[config.mk]
export PLATFORM = sky130hd
export DESIGN_NAME = cascaded_incremental_pid_steer_flat
export DESIGN_NICKNAME = d
export VERILOG_FILES = /design/src/rtl/cipid_pkg.sv /design/src/rtl/cipid_if.sv /design/src/rtl/cipid_regs.sv /design/src/rtl/cipid_mac.sv /design/src/rtl/cascaded_incremental_pid_steer.sv /design/src/flat_wrapper.sv
export SDC_FILE = /design/constraint.sdc
export NUM_CORES = 1
export LEC_CHECK = 0
export ABC_AREA = 0
export BUFFER_PORTS_ARGS = -buffer_cell sky130_fd_sc_hd__buf_2
export CAP_MARGIN = 20
export CORE_AREA = 2 2 276 224
export CTS_BUF_LIST = sky130_fd_sc_hd__clkbuf_8
export DETAILED_ROUTE_END_ITERATION = 8
export DIE_AREA = 0 0 278 226
export PLACE_DENSITY = 0.72
export RECOVER_POWER = 25
export SLEW_MARGIN = 25
export SYNTH_ARGS = -nofsm -noshare
export SYNTH_HDL_FRONTEND = slang
export SYNTH_HIERARCHICAL = 1
export SYNTH_SLANG_ARGS = --single-unit
[constraint.sdc]
create_clock -name clk -period 22.8 [get_ports clk]
set_input_delay 2.28 -clock clk [delete_from_list [all_inputs] [get_ports clk]]
set_output_delay 2.28 -clock clk [all_outputs]
set_load 0.005 [all_outputs]
[src/rtl/cipid_pkg.sv]
// cipid_pkg: widths, register map, reset values and shared structs of the
// cascaded incremental PID steering block. No dependencies.
package cipid_pkg;

	// Field widths.
	localparam int GAIN_W  = 16;
	localparam int ANGLE_W = 9;
	localparam int GYRO_W  = 16;
	localparam int DRIVE_W = 16;
	localparam int LIMIT_W = 15;

	// Gain fraction bits: default and the smallest supported value. The internal
	// widths below are sized for the smallest value, which gives the largest increment.
	localparam int GAIN_FRAC_BITS_DEF = 8;
	localparam int GAIN_FRAC_BITS_MIN = 4;

	// Outer error: target (9b) minus a positive angle, -511..254.
	localparam int OE_W = ANGLE_W + 2;
	// Outer PID sum stays below 2^28, so the increment needs 29 - frac bits.
	localparam int OSUM_W = 29;
	localparam int OI_W   = OSUM_W - GAIN_FRAC_BITS_MIN;
	// Inner error: outer increment minus gyro rate.
	localparam int EI_W   = OI_W + 1;
	// Serial MAC operand: widest is e - 2*e1 + e2 of the inner loop.
	localparam int OP_W   = EI_W + 2;
	// Accumulator of the shift-right multiplier, holds a sum of three operands.
	localparam int ACC_W  = OP_W + 2;
	localparam int PROD_W = ACC_W + GAIN_W;

	// APB map: register i at byte address 4*i.
	localparam int APB_DW = 32;
	localparam int ADDR_W = 5;

	typedef logic signed [OP_W-1:0]   op_t;
	typedef logic signed [PROD_W-1:0] prod_t;

	typedef enum logic [ADDR_W-3:0] {
		REG_OUTER_KP = 3'd0,
		REG_OUTER_KI = 3'd1,
		REG_OUTER_KD = 3'd2,
		REG_INNER_KP = 3'd3,
		REG_INNER_KI = 3'd4,
		REG_INNER_KD = 3'd5,
		REG_TARGET   = 3'd6,
		REG_LIMIT    = 3'd7
	} reg_idx_t;

	localparam logic [GAIN_W-1:0]         RST_OUTER_KP = 16'd384;
	localparam logic [GAIN_W-1:0]         RST_OUTER_KI = 16'd640;
	localparam logic [GAIN_W-1:0]         RST_OUTER_KD = 16'd128;
	localparam logic [GAIN_W-1:0]         RST_INNER_KP = 16'd512;
	localparam logic [GAIN_W-1:0]         RST_INNER_KI = 16'd896;
	localparam logic [GAIN_W-1:0]         RST_INNER_KD = 16'd77;
	localparam logic signed [ANGLE_W-1:0] RST_TARGET   = 9'sd90;
	localparam logic [LIMIT_W-1:0]        RST_LIMIT    = 15'd1200;

	typedef struct packed {
		logic [GAIN_W-1:0]         outer_kp;
		logic [GAIN_W-1:0]         outer_ki;
		logic [GAIN_W-1:0]         outer_kd;
		logic [GAIN_W-1:0]         inner_kp;
		logic [GAIN_W-1:0]         inner_ki;
		logic [GAIN_W-1:0]         inner_kd;
		logic signed [ANGLE_W-1:0] target_angle;
		logic [LIMIT_W-1:0]        drive_limit;
	} cfg_t;

	// Request to the serial MAC: start pulse, gains and the three operands.
	typedef struct packed {
		logic              start;
		logic [GAIN_W-1:0] kp;
		logic [GAIN_W-1:0] ki;
		logic [GAIN_W-1:0] kd;
		op_t               a;
		op_t               b;
		op_t               c;
	} mac_req_t;

	typedef struct packed {
		logic  done;
		prod_t result;
	} mac_rsp_t;

endpackage

[src/rtl/cipid_if.sv]
// cipid_in_if / cipid_out_if: valid/ready channels for samples and drive results.
// Depends on cipid_pkg.
interface cipid_in_if import cipid_pkg::*; ();
	logic                      valid;
	logic                      ready;
	logic signed [ANGLE_W-1:0] measured_angle;
	logic signed [GYRO_W-1:0]  gyro_rate;

	modport source(output valid, measured_angle, gyro_rate, input ready);
	modport sink(input valid, measured_angle, gyro_rate, output ready);
endinterface

interface cipid_out_if import cipid_pkg::*; ();
	logic                      valid;
	logic                      ready;
	logic signed [DRIVE_W-1:0] drive_value;
	logic                      loop_active;

	modport source(output valid, drive_value, loop_active, input ready);
	modport sink(input valid, drive_value, loop_active, output ready);
endinterface

[src/rtl/cipid_regs.sv]
// cipid_regs: APB register file for gains, setpoint and drive limit.
// Depends on cipid_pkg.
module cipid_regs import cipid_pkg::*; (
	input  logic              clk,
	input  logic              arst_n,
	input  logic              psel,
	input  logic              penable,
	input  logic              pwrite,
	input  logic [ADDR_W-1:0] paddr,
	input  logic [APB_DW-1:0] pwdata,
	output logic [APB_DW-1:0] prdata,
	output logic              pready,
	output cfg_t              cfg
);

	cfg_t     cfg_q;
	reg_idx_t idx;
	logic     wr_en;

	assign idx    = reg_idx_t'(paddr[ADDR_W-1:2]);
	assign wr_en  = psel && penable && pwrite;
	assign pready = 1'b1;
	assign cfg    = cfg_q;

	always_ff @(posedge clk or negedge arst_n) begin
		if (!arst_n) begin
			cfg_q.outer_kp     <= RST_OUTER_KP;
			cfg_q.outer_ki     <= RST_OUTER_KI;
			cfg_q.outer_kd     <= RST_OUTER_KD;
			cfg_q.inner_kp     <= RST_INNER_KP;
			cfg_q.inner_ki     <= RST_INNER_KI;
			cfg_q.inner_kd     <= RST_INNER_KD;
			cfg_q.target_angle <= RST_TARGET;
			cfg_q.drive_limit  <= RST_LIMIT;
		end else if (wr_en) begin
			unique case (idx)
				REG_OUTER_KP: cfg_q.outer_kp     <= pwdata[GAIN_W-1:0];
				REG_OUTER_KI: cfg_q.outer_ki     <= pwdata[GAIN_W-1:0];
				REG_OUTER_KD: cfg_q.outer_kd     <= pwdata[GAIN_W-1:0];
				REG_INNER_KP: cfg_q.inner_kp     <= pwdata[GAIN_W-1:0];
				REG_INNER_KI: cfg_q.inner_ki     <= pwdata[GAIN_W-1:0];
				REG_INNER_KD: cfg_q.inner_kd     <= pwdata[GAIN_W-1:0];
				REG_TARGET:   cfg_q.target_angle <= pwdata[ANGLE_W-1:0];
				REG_LIMIT:    cfg_q.drive_limit  <= pwdata[LIMIT_W-1:0];
			endcase
		end
	end

	always_comb begin
		unique case (idx)
			REG_OUTER_KP: prdata = APB_DW'(cfg_q.outer_kp);
			REG_OUTER_KI: prdata = APB_DW'(cfg_q.outer_ki);
			REG_OUTER_KD: prdata = APB_DW'(cfg_q.outer_kd);
			REG_INNER_KP: prdata = APB_DW'(cfg_q.inner_kp);
			REG_INNER_KI: prdata = APB_DW'(cfg_q.inner_ki);
			REG_INNER_KD: prdata = APB_DW'(cfg_q.inner_kd);
			REG_TARGET:   prdata = APB_DW'(cfg_q.target_angle);
			REG_LIMIT:    prdata = APB_DW'(cfg_q.drive_limit);
		endcase
	end

endmodule

[src/rtl/cipid_mac.sv]
// cipid_mac: bit-serial kp*a + ki*b + kd*c, one gain bit per cycle, then a
// divide by 2^frac truncated toward zero. Depends on cipid_pkg.
module cipid_mac import cipid_pkg::*; #(
	parameter int GAIN_FRAC_BITS = GAIN_FRAC_BITS_DEF
) (
	input  logic     clk,
	input  logic     arst_n,
	input  mac_req_t req,
	output mac_rsp_t rsp
);

	localparam int                CntW     = $clog2(GAIN_W);
	localparam logic [CntW-1:0]   LastCnt  = CntW'(GAIN_W - 1);
	localparam logic [GAIN_W-1:0] FracMask = GAIN_W'((1 << GAIN_FRAC_BITS) - 1);

	typedef logic signed [ACC_W-1:0] acc_t;
	typedef logic signed [ACC_W:0]   sum_t;

	logic              run_q, fin_q, done_q;
	logic [CntW-1:0]   cnt_q;
	logic [GAIN_W-1:0] gp_q, gi_q, gd_q;   // gain shift registers, LSB first
	op_t               a_q, b_q, c_q;
	acc_t              acc_q;
	logic [GAIN_W-1:0] low_q;              // product bits shifted out below acc
	prod_t             result_q;

	op_t   pa, pb, pc;
	acc_t  term;
	sum_t  sum;
	prod_t prod, floor_v;
	logic  round_up;

	always_comb begin
		pa       = gp_q[0] ? a_q : '0;
		pb       = gi_q[0] ? b_q : '0;
		pc       = gd_q[0] ? c_q : '0;
		term     = acc_t'(pa) + acc_t'(pb) + acc_t'(pc);
		sum      = sum_t'(acc_q) + sum_t'(term);
		prod     = prod_t'({acc_q, low_q});
		floor_v  = prod >>> GAIN_FRAC_BITS;
		// floor to truncation: bump negative sums with a nonzero fraction
		round_up = prod[PROD_W-1] && (|(low_q & FracMask));
	end

	always_ff @(posedge clk or negedge arst_n) begin
		if (!arst_n) begin
			run_q  <= 1'b0;
			fin_q  <= 1'b0;
			done_q <= 1'b0;
			cnt_q  <= '0;
		end else begin
			done_q <= fin_q;
			fin_q  <= run_q && (cnt_q == LastCnt);
			if (req.start) begin
				run_q <= 1'b1;
				cnt_q <= '0;
			end else if (run_q) begin
				cnt_q <= cnt_q + 1'b1;
				if (cnt_q == LastCnt) begin
					run_q <= 1'b0;
				end
			end
		end
	end

	always_ff @(posedge clk) begin
		if (req.start) begin
			gp_q  <= req.kp;
			gi_q  <= req.ki;
			gd_q  <= req.kd;
			a_q   <= req.a;
			b_q   <= req.b;
			c_q   <= req.c;
			acc_q <= '0;
			low_q <= '0;
		end else if (run_q) begin
			gp_q  <= gp_q >> 1;
			gi_q  <= gi_q >> 1;
			gd_q  <= gd_q >> 1;
			acc_q <= sum[ACC_W:1];
			low_q <= {sum[0], low_q[GAIN_W-1:1]};
		end
		if (fin_q) begin
			result_q <= floor_v + (round_up ? prod_t'(1) : prod_t'(0));
		end
	end

	assign rsp.done   = done_q;
	assign rsp.result = result_q;

endmodule

[src/rtl/cascaded_incremental_pid_steer.sv]
// cascaded_incremental_pid_steer: top level, sequencer, loop state and result
// register. Depends on cipid_pkg, cipid_if, cipid_regs, cipid_mac.

// Steering controller with an outer angle loop feeding an inner gyro-rate loop,
// both incremental PIDs with unsigned Q(16-f).f gains (f = GAIN_FRAC_BITS, 8 by
// default). A sample with a zero or negative angle leaves all loop state alone
// and returns the last drive with loop_active low. A positive angle runs the
// outer PID on target_angle - measured_angle, takes its integer increment minus
// gyro_rate as the inner error, runs the inner PID and clamps the result to
// +/- drive_limit; each PID sum is divided by 2^f truncating toward zero. Both
// PIDs share one bit-serial multiply-accumulate that takes one gain bit per
// cycle. An active sample passes acceptance, then per loop an operand setup
// state, the serial MAC over every gain bit, a truncation step and a handoff,
// and finally the result write. The next sample is accepted once the sequencer
// is back in idle, which can be while the previous result still sits unclaimed
// in the output register; it stalls only in its own result write if that
// register is still full. Gains, target and limit sit in an APB register file
// (register i at byte 4*i) and should be written only while the block is idle.
module cascaded_incremental_pid_steer import cipid_pkg::*; #(
	parameter int GAIN_FRAC_BITS = GAIN_FRAC_BITS_DEF
) (
	input  logic              clk,
	input  logic              arst_n,
	input  logic              psel,
	input  logic              penable,
	input  logic              pwrite,
	input  logic [ADDR_W-1:0] paddr,
	input  logic [APB_DW-1:0] pwdata,
	output logic [APB_DW-1:0] prdata,
	output logic              pready,
	cipid_in_if.sink          sample,
	cipid_out_if.source       result
);

	typedef enum logic [5:0] {
		ST_IDLE    = 6'b000001,
		ST_START_O = 6'b000010,
		ST_WAIT_O  = 6'b000100,
		ST_START_I = 6'b001000,
		ST_WAIT_I  = 6'b010000,
		ST_WRITE   = 6'b100000
	} state_t;

	typedef logic signed [OE_W-1:0]    oe_t;
	typedef logic signed [OI_W-1:0]    oi_t;
	typedef logic signed [EI_W-1:0]    ei_t;
	typedef logic signed [DRIVE_W-1:0] drive_t;

	cfg_t     cfg;
	mac_req_t mac_req;
	mac_rsp_t mac_rsp;

	state_t state_q;

	// current sample
	oe_t                      e_q;
	logic signed [GYRO_W-1:0] gyro_q;
	ei_t                      ei_q;
	logic                     act_q;

	// error history of both loops and the held drive
	oe_t    oe1_q, oe2_q;
	ei_t    ie1_q, ie2_q;
	drive_t held_q;

	// output register
	logic   out_valid_q;
	drive_t drive_q;
	logic   active_q;

	logic   accept, angle_off, out_free;
	oe_t    e_new;
	oi_t    outer_inc;
	ei_t    ei_new;
	prod_t  lim_pos, lim_neg;
	drive_t clamped;

	cipid_regs u_regs (
		.clk     (clk),
		.arst_n  (arst_n),
		.psel    (psel),
		.penable (penable),
		.pwrite  (pwrite),
		.paddr   (paddr),
		.pwdata  (pwdata),
		.prdata  (prdata),
		.pready  (pready),
		.cfg     (cfg)
	);

	cipid_mac #(
		.GAIN_FRAC_BITS (GAIN_FRAC_BITS)
	) u_mac (
		.clk    (clk),
		.arst_n (arst_n),
		.req    (mac_req),
		.rsp    (mac_rsp)
	);

	assign sample.ready = (state_q == ST_IDLE);
	assign accept       = sample.valid && sample.ready;
	assign angle_off    = sample.measured_angle[ANGLE_W-1] || (sample.measured_angle == '0);
	assign e_new        = oe_t'(cfg.target_angle) - oe_t'(sample.measured_angle);
	assign out_free     = !out_valid_q || result.ready;

	// outer increment always fits OI_W; the inner error adds one bit for the gyro
	assign outer_inc = mac_rsp.result[OI_W-1:0];
	assign ei_new    = ei_t'(outer_inc) - ei_t'(gyro_q);

	// clamp the full-width inner increment before narrowing
	always_comb begin
		lim_pos = prod_t'({1'b0, cfg.drive_limit});
		lim_neg = -lim_pos;
		priority if (mac_rsp.result >= lim_pos) begin
			clamped = drive_t'(lim_pos);
		end else if (mac_rsp.result <= lim_neg) begin
			clamped = drive_t'(lim_neg);
		end else begin
			clamped = mac_rsp.result[DRIVE_W-1:0];
		end
	end

	// MAC request: outer loop operands from the angle error history, inner from the rate
	always_comb begin
		mac_req.start = (state_q == ST_START_O) || (state_q == ST_START_I);
		if (state_q == ST_START_I) begin
			mac_req.kp = cfg.inner_kp;
			mac_req.ki = cfg.inner_ki;
			mac_req.kd = cfg.inner_kd;
			mac_req.a  = op_t'(ei_q) - op_t'(ie1_q);
			mac_req.b  = op_t'(ei_q);
			mac_req.c  = op_t'(ei_q) - (op_t'(ie1_q) <<< 1) + op_t'(ie2_q);
		end else begin
			mac_req.kp = cfg.outer_kp;
			mac_req.ki = cfg.outer_ki;
			mac_req.kd = cfg.outer_kd;
			mac_req.a  = op_t'(e_q) - op_t'(oe1_q);
			mac_req.b  = op_t'(e_q);
			mac_req.c  = op_t'(e_q) - (op_t'(oe1_q) <<< 1) + op_t'(oe2_q);
		end
	end

	always_ff @(posedge clk or negedge arst_n) begin
		if (!arst_n) begin
			state_q     <= ST_IDLE;
			act_q       <= 1'b0;
			oe1_q       <= '0;
			oe2_q       <= '0;
			ie1_q       <= '0;
			ie2_q       <= '0;
			held_q      <= '0;
			out_valid_q <= 1'b0;
		end else begin
			// a new result may load in the same cycle the old one is taken
			if ((state_q == ST_WRITE) && out_free) begin
				out_valid_q <= 1'b1;
			end else if (out_valid_q && result.ready) begin
				out_valid_q <= 1'b0;
			end
			unique case (state_q)
				ST_IDLE: begin
					if (accept) begin
						act_q   <= !angle_off;
						state_q <= angle_off ? ST_WRITE : ST_START_O;
					end
				end
				ST_START_O: state_q <= ST_WAIT_O;
				ST_WAIT_O: begin
					if (mac_rsp.done) begin
						oe2_q   <= oe1_q;
						oe1_q   <= e_q;
						state_q <= ST_START_I;
					end
				end
				ST_START_I: state_q <= ST_WAIT_I;
				ST_WAIT_I: begin
					if (mac_rsp.done) begin
						ie2_q   <= ie1_q;
						ie1_q   <= ei_q;
						held_q  <= clamped;
						state_q <= ST_WRITE;
					end
				end
				ST_WRITE: begin
					// held_q is already the new drive on an active tick
					if (out_free) begin
						state_q <= ST_IDLE;
					end
				end
				default: state_q <= ST_IDLE;
			endcase
		end
	end

	// payload registers
	always_ff @(posedge clk) begin
		if (accept) begin
			e_q    <= e_new;
			gyro_q <= sample.gyro_rate;
		end
		if ((state_q == ST_WAIT_O) && mac_rsp.done) begin
			ei_q <= ei_new;
		end
		if ((state_q == ST_WRITE) && out_free) begin
			drive_q  <= held_q;
			active_q <= act_q;
		end
	end

	assign result.valid       = out_valid_q;
	assign result.drive_value = drive_q;
	assign result.loop_active = active_q;

endmodule
[src/flat_wrapper.sv]
// flat-port wrapper written by rule: the top's interface ports become plain ports
module cascaded_incremental_pid_steer_flat import cipid_pkg::*;
#(
	parameter int GAIN_FRAC_BITS = GAIN_FRAC_BITS_DEF
)
  (clk, arst_n, psel, penable, pwrite, paddr, pwdata, prdata, pready, sample_valid, sample_measured_angle, sample_gyro_rate, sample_ready, result_valid, result_drive_value, result_loop_active, result_ready);
  cipid_in_if sample_i ();
  cipid_out_if result_i ();
  input  logic clk;
  input  logic arst_n;
  input  logic psel;
  input  logic penable;
  input  logic pwrite;
  input  logic [ADDR_W-1:0] paddr;
  input  logic [APB_DW-1:0] pwdata;
  output logic [APB_DW-1:0] prdata;
  output logic pready;
  input wire logic [$bits(sample_i.valid)-1:0] sample_valid;
  input wire logic [$bits(sample_i.measured_angle)-1:0] sample_measured_angle;
  input wire logic [$bits(sample_i.gyro_rate)-1:0] sample_gyro_rate;
  output wire logic [$bits(sample_i.ready)-1:0] sample_ready;
  output wire logic [$bits(result_i.valid)-1:0] result_valid;
  output wire logic [$bits(result_i.drive_value)-1:0] result_drive_value;
  output wire logic [$bits(result_i.loop_active)-1:0] result_loop_active;
  input wire logic [$bits(result_i.ready)-1:0] result_ready;
  assign sample_i.valid = sample_valid;
  assign sample_i.measured_angle = sample_measured_angle;
  assign sample_i.gyro_rate = sample_gyro_rate;
  assign sample_ready = sample_i.ready;
  assign result_valid = result_i.valid;
  assign result_drive_value = result_i.drive_value;
  assign result_loop_active = result_i.loop_active;
  assign result_i.ready = result_ready;
  cascaded_incremental_pid_steer #(.GAIN_FRAC_BITS(GAIN_FRAC_BITS)) u_core (.clk(clk), .arst_n(arst_n), .psel(psel), .penable(penable), .pwrite(pwrite), .paddr(paddr), .pwdata(pwdata), .prdata(prdata), .pready(pready), .sample(sample_i), .result(result_i));
endmodule
==> results of run 1 <==
-- path summary, 6_finish.rpt --
| kind | start | end | slack (ps) | depth (start not counted) |
|---|---|---|---|---|
| worst min-delay path | u_core/act_q | u_core/result.loop_active | 420 | 0 |
| worst max register to register | u_core/u_regs/cfg[1] | u_core/held_q[15] | 16420 | 17 |
| worst max-delay path | paddr[4] | prdata[13] | 15990 | 7 |
| worst min register to register | u_core/act_q | u_core/result.loop_active | 420 | 0 |
| min in group asynchronous | arst_n | u_core/u_mac/cnt_q[0] | 3430 | 1 |
| max in group asynchronous | arst_n | u_core/u_mac/run_q | 16140 | 1 |
-- stage by stage --
stage	setup WS, ps	std cells	hold slack (ps)	instance area [sq um]
after floorplan	12910	3281	419.7	32760
after global placement	16010	4057	432.2	33800
after detailed placement	15900	4057	439.3	33820
after CTS	15890	4217	410.4	35640
after global routing	15040	4218	442.8	35610
final	15990	4218	419.9	35610
-- where the power goes --
| group | switching [uW] | internal, uW | total, uW | leakage [uW] |
|---|---|---|---|---|
| clock network | 406 | 458 | 864 | 0.00105 |
| registers | 148 | 1280 | 1420 | 0.00553 |
| logic | 1460 | 1050 | 2510 | 0.00936 |
-- cell type report --
| class | count | area (sq um) |
|---|---|---|
| Sequential cell | 509 | 13740 |
| Fill cell | 5118 | 24690 |
| Inverter | 351 | 1318 |
| Tap cell | 788 | 985.9 |
| Clock inverter | 59 | 431.7 |
| Timing Repair Buffer | 129 | 698.2 |
| Multi-Input combinational cell | 2281 | 17050 |
| Clock buffer | 101 | 1390 |
-- state kept, by name (all words and copies together) (netlist names), 6 cells and up --
register	flops
u_core/u_regs/cfg	120
u_core/u_mac/result_q	39
u_core/u_mac/acc_q	30
u_core/u_mac/a_q	28
u_core/u_mac/b_q	28
u_core/u_mac/c_q	28
u_core/ei_q	26
u_core/ie1_q	26
u_core/ie2_q	26
u_core/gyro_q	16
u_core/held_q	16
u_core/result.drive_value	16
u_core/u_mac/gd_q	16
u_core/u_mac/gi_q	16
u_core/u_mac/gp_q	16
u_core/u_mac/low_q	16
u_core/e_q	10
u_core/oe1_q	10
u_core/oe2_q	10
u_core/state_q	6
-- routing by layer --
layer,wire length (microns),global-route usage [%],vias up
li1,-,-,11576
met5,13,0,-
met2,35560,39.92,810
met3,7390,7.014,106
met4,1603,6.591,2
met1,37760,38.39,11687
-- cells by family (layout without fill, tap and decap cells) --
family / Yosys count / after routing
buffers and inverters: 491 / 640
multiplexers: 241 / 241
AND/OR/NAND/NOR: 929 / 929
adder cells (fa/ha/maj): 304 / 304
AO/OA/AOI/OAI: 662 / 662
flip-flops: 509 / 509
other: 1 / 1
XOR/XNOR: 144 / 144
-- cell usage in the layout (no fill, tap or decap), drive strengths merged, types with 8 or more instances in the layout --
master	instances
mux2	166
a21boi	13
dfxtp	46
ha	204
buf	118
a21o	70
nor3	43
nand3	57
nand4	28
nor2	179
xnor2	103
or3	15
nand2b	40
and3	11
o21a	21
o21ai	210
nor2b	17
a221o	8
inv	389
and2	17
xor2	41
clkinv	16
o211ai	20
and4	9
o22ai	22
a31oi	17
mux2i	68
a211oi	13
edfxtp	240
a21oi	173
clkbuf	112
nor4	32
nand2	448
dfstp	22
dfrtp	201
fa	100
o31ai	12
==> results.yml, run 1 <==
route:
  wl_per_cell_microns: 19.52
  vias: 24181
  drcViolationCount: 0
  drt-vias-per-instance: 5.733
  ant_nets: 0
  drt-total-wl_microns: 82320
  drt_iter0_drc: 1952
  drtPass1Iterations: 6
synth:
  synth-edff-count: 240
  synthSimpleGateAreaFrac_pct: 13.08
  yosys_warnings: 6
  yosysMostFrequentCell: "nand2_1"
  synth_top_area_share_pct: 22.00
  synth_ff_type: "edfxtp_1"
  ys_seq_area_share_pct: 41.93
  synth_compound_area_share_pct: 12.69
  ys_ff_latch: 509
  synth_top_area_cell: "edfxtp_1"
  synthesis.nets: 3654
  synthesis.area_sq_um: 32760
  synth_common_cells: "nand2_1 (448), inv_1 (349), edfxtp_1 (240)"
  synth_fa_ha_area_share_pct: 13.90
  synth_top_family_by_area: "adder cells"
  avgSynthCellArea_sq_um: 9.983
  ys_async_sr_fraction_pct: 43.81
  syn_inst: 3281
  synthMuxAreaShare_pct: 8.415
  synth_xor_area_share_pct: 3.850
  ys_types: 104
  synth_top_cells_by_area: "edfxtp_1 (22%), dfrtp_1 (15%), ha_1 (7.8%)"
setup_path:
  cp.arrival_ps: 4530
  crit_type: "in2out"
  crit_path_cell_trace: "buf_2 -> buf_4 -> nand2b_1 -> o21ai_0 -> a21oi_1 -> o22a_1 -> buf_2"
  cp.required_ps: 20520
  cp_slowest_cell: "nand2b_1"
  critPathTopFamily: "simple AND/OR/NAND/NOR gates"
  crit_fanout: 49
  crit_buf_inv: 3
  critPathCaptureType: "output port"
  path_common_cell: "buf_2"
  worstSetupStartpointType: "input port"
  slowest_delay_ps: 750
sta:
  fin_tns_setup_ps: 0
  relSlewSlack_pct: -243.6
  min_period_over_period_pct: 29.85
  max_freq_mhz: 146.9
  min_period_ps: 6806
  setup_viol: 0
  worst_pin_slew_ps: 5154
  final-hold-violation-count: 0
  slew_violations: 365
  worst_clock_skew_ps: 55.83
  rsz0062_at_grt: "false"
global_routing:
  grt.overflow.total: 0
  grt_max_degree: 104
  grt_usage_pct: 26.60
  grt_pass1_wl_microns: 130600
  antenna_found_initial: 3
  grt_pass1_vias: 23456
floorplanning:
  die_h_microns: 226
  dieArea_sq_um: 62830
  ios: 121
  start_util_pct: 54.32
  row_count: 81
  fp.dieW_microns: 278
  core_sq_um: 60300
power_and_ir_drop:
  p_leak_uw: 0.01594
  ir_drop_mv: 0.1184
  power.density_nw_per_um2: 134.6
  p_total_uw: 4795
run:
  maxCapViolations: 6
clock_tree:
  cts_buffer_depth: 3
  h-tree-depth: 3
  post_cts_buffers: 0
  clk_pin_slew_worst_paths_ps: 60
  cts_hold_buf: 0
  cts_tree: "done"
  ctsRootBufferMaster: "clkbuf_8"
  clk_latency_ps: 740
  cts_resized: 0
  cts_sinks: 509
  cts_made_buffers: 85
finish:
  antenna_cells: 0
  num-nets-final: 3730
  fin_util_pct: 59.06
  drive_gt1_share_pct: 14.20
  syn2layout_area_growth_pct: 8.725
worst_hold_path:
  worst_hold_path_type: "reg2reg"
place:
  port_buffers: 101
  place.gp.congestion: 0.9096
  dpl.hpwl_microns: 59110
run_status:
  status: "finished with violations"
  violations: "capacitance limit, slew limit"
No activity file was read; power rests on OpenSTA's default activity.
==> run 2, diff against run 1 <==
==> constraint.sdc (replaced) <==
create_clock -name clk -period 7.1 [get_ports clk]
set_input_delay 0.71 -clock clk [delete_from_list [all_inputs] [get_ports clk]]
set_output_delay 0.71 -clock clk [all_outputs]
set_load 0.005 [all_outputs]
==> run 2 against run 1 <==
Effect of this change:
- the run still ends with capacitance limit, slew limit left
- via count barely moved
- register-to-register slack got worse by 15000 ps
- die area did not move
- critical endpoint is now u_core/held_q[5]
- final cell count fell by 0.17%
- largest cell class unchanged
- worst setup slack got worse by 15000 ps
- clock skew fell by 17 ps
- critical path type is now reg2reg
- sequential share of layout area rose by 0.24 points
- first-iteration DRC count rose by 16%
- critical path depth rose by 10
==> results.yml, run 2 (synthesized netlist as in run 1, its figures left out) <==
global_routing:
  busiest_layer: "met2"
  grt_max_degree: 160
  grt_pass1_wl_microns: 127100
  grt_usage_pct: 25.82
  use_met2_pct: 38.97
  grt.overflow.total: 0
  grt_pass1_vias: 22786
  met3_usage_pct: 4.500
  antenna_found_initial: 1
  grtUsageMet1_pct: 38.52
run_status:
  status: "finished with violations"
  violations: "capacitance limit, slew limit"
clock_tree:
  clk_latency_ps: 700
  cts_tree: "done"
  cts_hold_buf: 1
  cts_made_buffers: 83
  cts_buffer_depth: 3
  h-tree-depth: 3
  cts_resized: 0
  post_cts_buffers: 0
  clk_pin_slew_worst_paths_ps: 60
  cts_sinks: 509
  ctsRootBufferMaster: "clkbuf_8"
power_and_ir_drop:
  p_leak_uw: 0.01578
  ir_drop_mv: 0.3642
  power.density_nw_per_um2: 427.3
finish:
  num-nets-final: 3725
  syn2layout_area_growth_pct: 8.052
  largest_reg_flops: 120
  final_common_cell: "nand2_1"
  most-common-layout-cells: "nand2_1 (448), inv_1 (374), edfxtp_1 (240)"
  fillers: 5110
  drive_gt1_share_pct: 13.71
  fin_area_sq_um: 35390
place:
  port_buffers: 101
  dpl-instance-area_sq_um: 33820
  dpl.hpwl_microns: 58180
  place.gp.congestion: 0.9162
setup_path:
  worstSetupStartpointType: "register"
  cp.required_ps: 7680
  crit_fanout: 15
  crit_path_cell_trace: "inv_1 -> ha_1 -> nand3_4 -> or3_1 -> or3_4 -> or3_1 -> nor4_1 -> ha_1 -> nand4_1 -> nor4_1 -> and4bb_2 -> a2bb2oi_1 -> a21oi_1 -> mux2_2 -> and2_1 -> o21ai_0 -> a22o_1"
  crit_buf_inv: 1
  critPathTopFamily: "simple AND/OR/NAND/NOR gates"
  crit_type: "reg2reg"
  cp.arrival_ps: 6620
  critPathCaptureType: "register"
  slowest_delay_ps: 730
  r2r_setup_slack_ps: 1060
  cp_slowest_cell: "nor4_1"
floorplanning:
  die_h_microns: 226
  row_count: 81
  core_sq_um: 60300
  start_util_pct: 54.32
  ios: 121
  fp.dieW_microns: 278
  dieArea_sq_um: 62830
sta:
  worst_clock_skew_ps: 38.95
  max_freq_mhz: 165.5
  worst_pin_slew_ps: 3992
  slew_violations: 253
  fin_tns_setup_ps: 0
  final-hold-violation-count: 0
  min_period_ps: 6042
  rsz0062_at_grt: "false"
  relSlewSlack_pct: -166.1
  min_period_over_period_pct: 85.09
  setup_viol: 0
route:
  drt-vias-per-instance: 5.739
  drtPass1Iterations: 6
  drt_iter0_drc: 2261
  ant_nets: 0
  drcViolationCount: 0
  wl_per_cell_microns: 19.19
  vias: 24165
  drt-total-wl_microns: 80800
run:
  maxCapViolations: 7
worst_hold_path:
  worst_hold_path_type: "in2reg"
-- run 2: power by group --
part           switching, uW  internal (uW)
registers                469           4100
clock network           1250           1240
logic                   4700           3360
-- run 2: metrics by stage --
stage                     util, %  setup WS, ps  cells  total power [uW]  hold WS, ps
after floorplan                 -          1530   3281             10650        414.4
after global placement      56.04          1190   4052             12370        433.3
after detailed placement    56.09          1176   4053             12510        433.7
after CTS                   58.78          1138   4209             15080        137.7
after global routing        58.69         708.9   4211             16290        153.3
final                       58.69          1058   4211             15120        185.9
-- run 2: area by class of cell --
| type | count | area, sq um | area share [%] |
|---|---|---|---|
| clock buffers | 91 | 1252 | 3.539 |
| well taps | 788 | 985.9 | 2.786 |
| multi-input cells | 2281 | 17030 | 48.11 |
| inverters | 351 | 1318 | 3.723 |
| diodes | 1 | 2.502 | 0.007070 |
| clock inverters | 64 | 362.8 | 1.025 |
| repair buffers | 126 | 708.2 | 2.001 |
| flip-flops and latches | 509 | 13740 | 38.81 |
-- run 2: routing by layer --
| metal | vias to the layer above | wire length (microns) | share of wire (%) |
|---|---|---|---|
| met5 | - | 0 | 0 |
| met2 | 840 | 35350 | 44 |
| met3 | 120 | 5783 | 7.2 |
| li1 | 11578 | - | - |
| met4 | 0 | 1638 | 2.0 |
| met1 | 11627 | 38030 | 47 |
-- run 2: path summary, 6_finish.rpt --
| check | to | cells past startpoint | startpoint |
|---|---|---|---|
| worst min-delay path | u_core/gyro_q[0] | 1 | sample_gyro_rate[0] |
| worst max-delay path | u_core/held_q[5] | 17 | u_core/u_regs/cfg[1] |
| worst max register to register | u_core/held_q[5] | 17 | u_core/u_regs/cfg[1] |
| worst min register to register | u_core/result.drive_value[9] | 0 | u_core/held_q[9] |
| min in group asynchronous | u_core/held_q[5] | 2 | arst_n |
| max in group asynchronous | u_core/u_mac/run_q | 2 | arst_n |
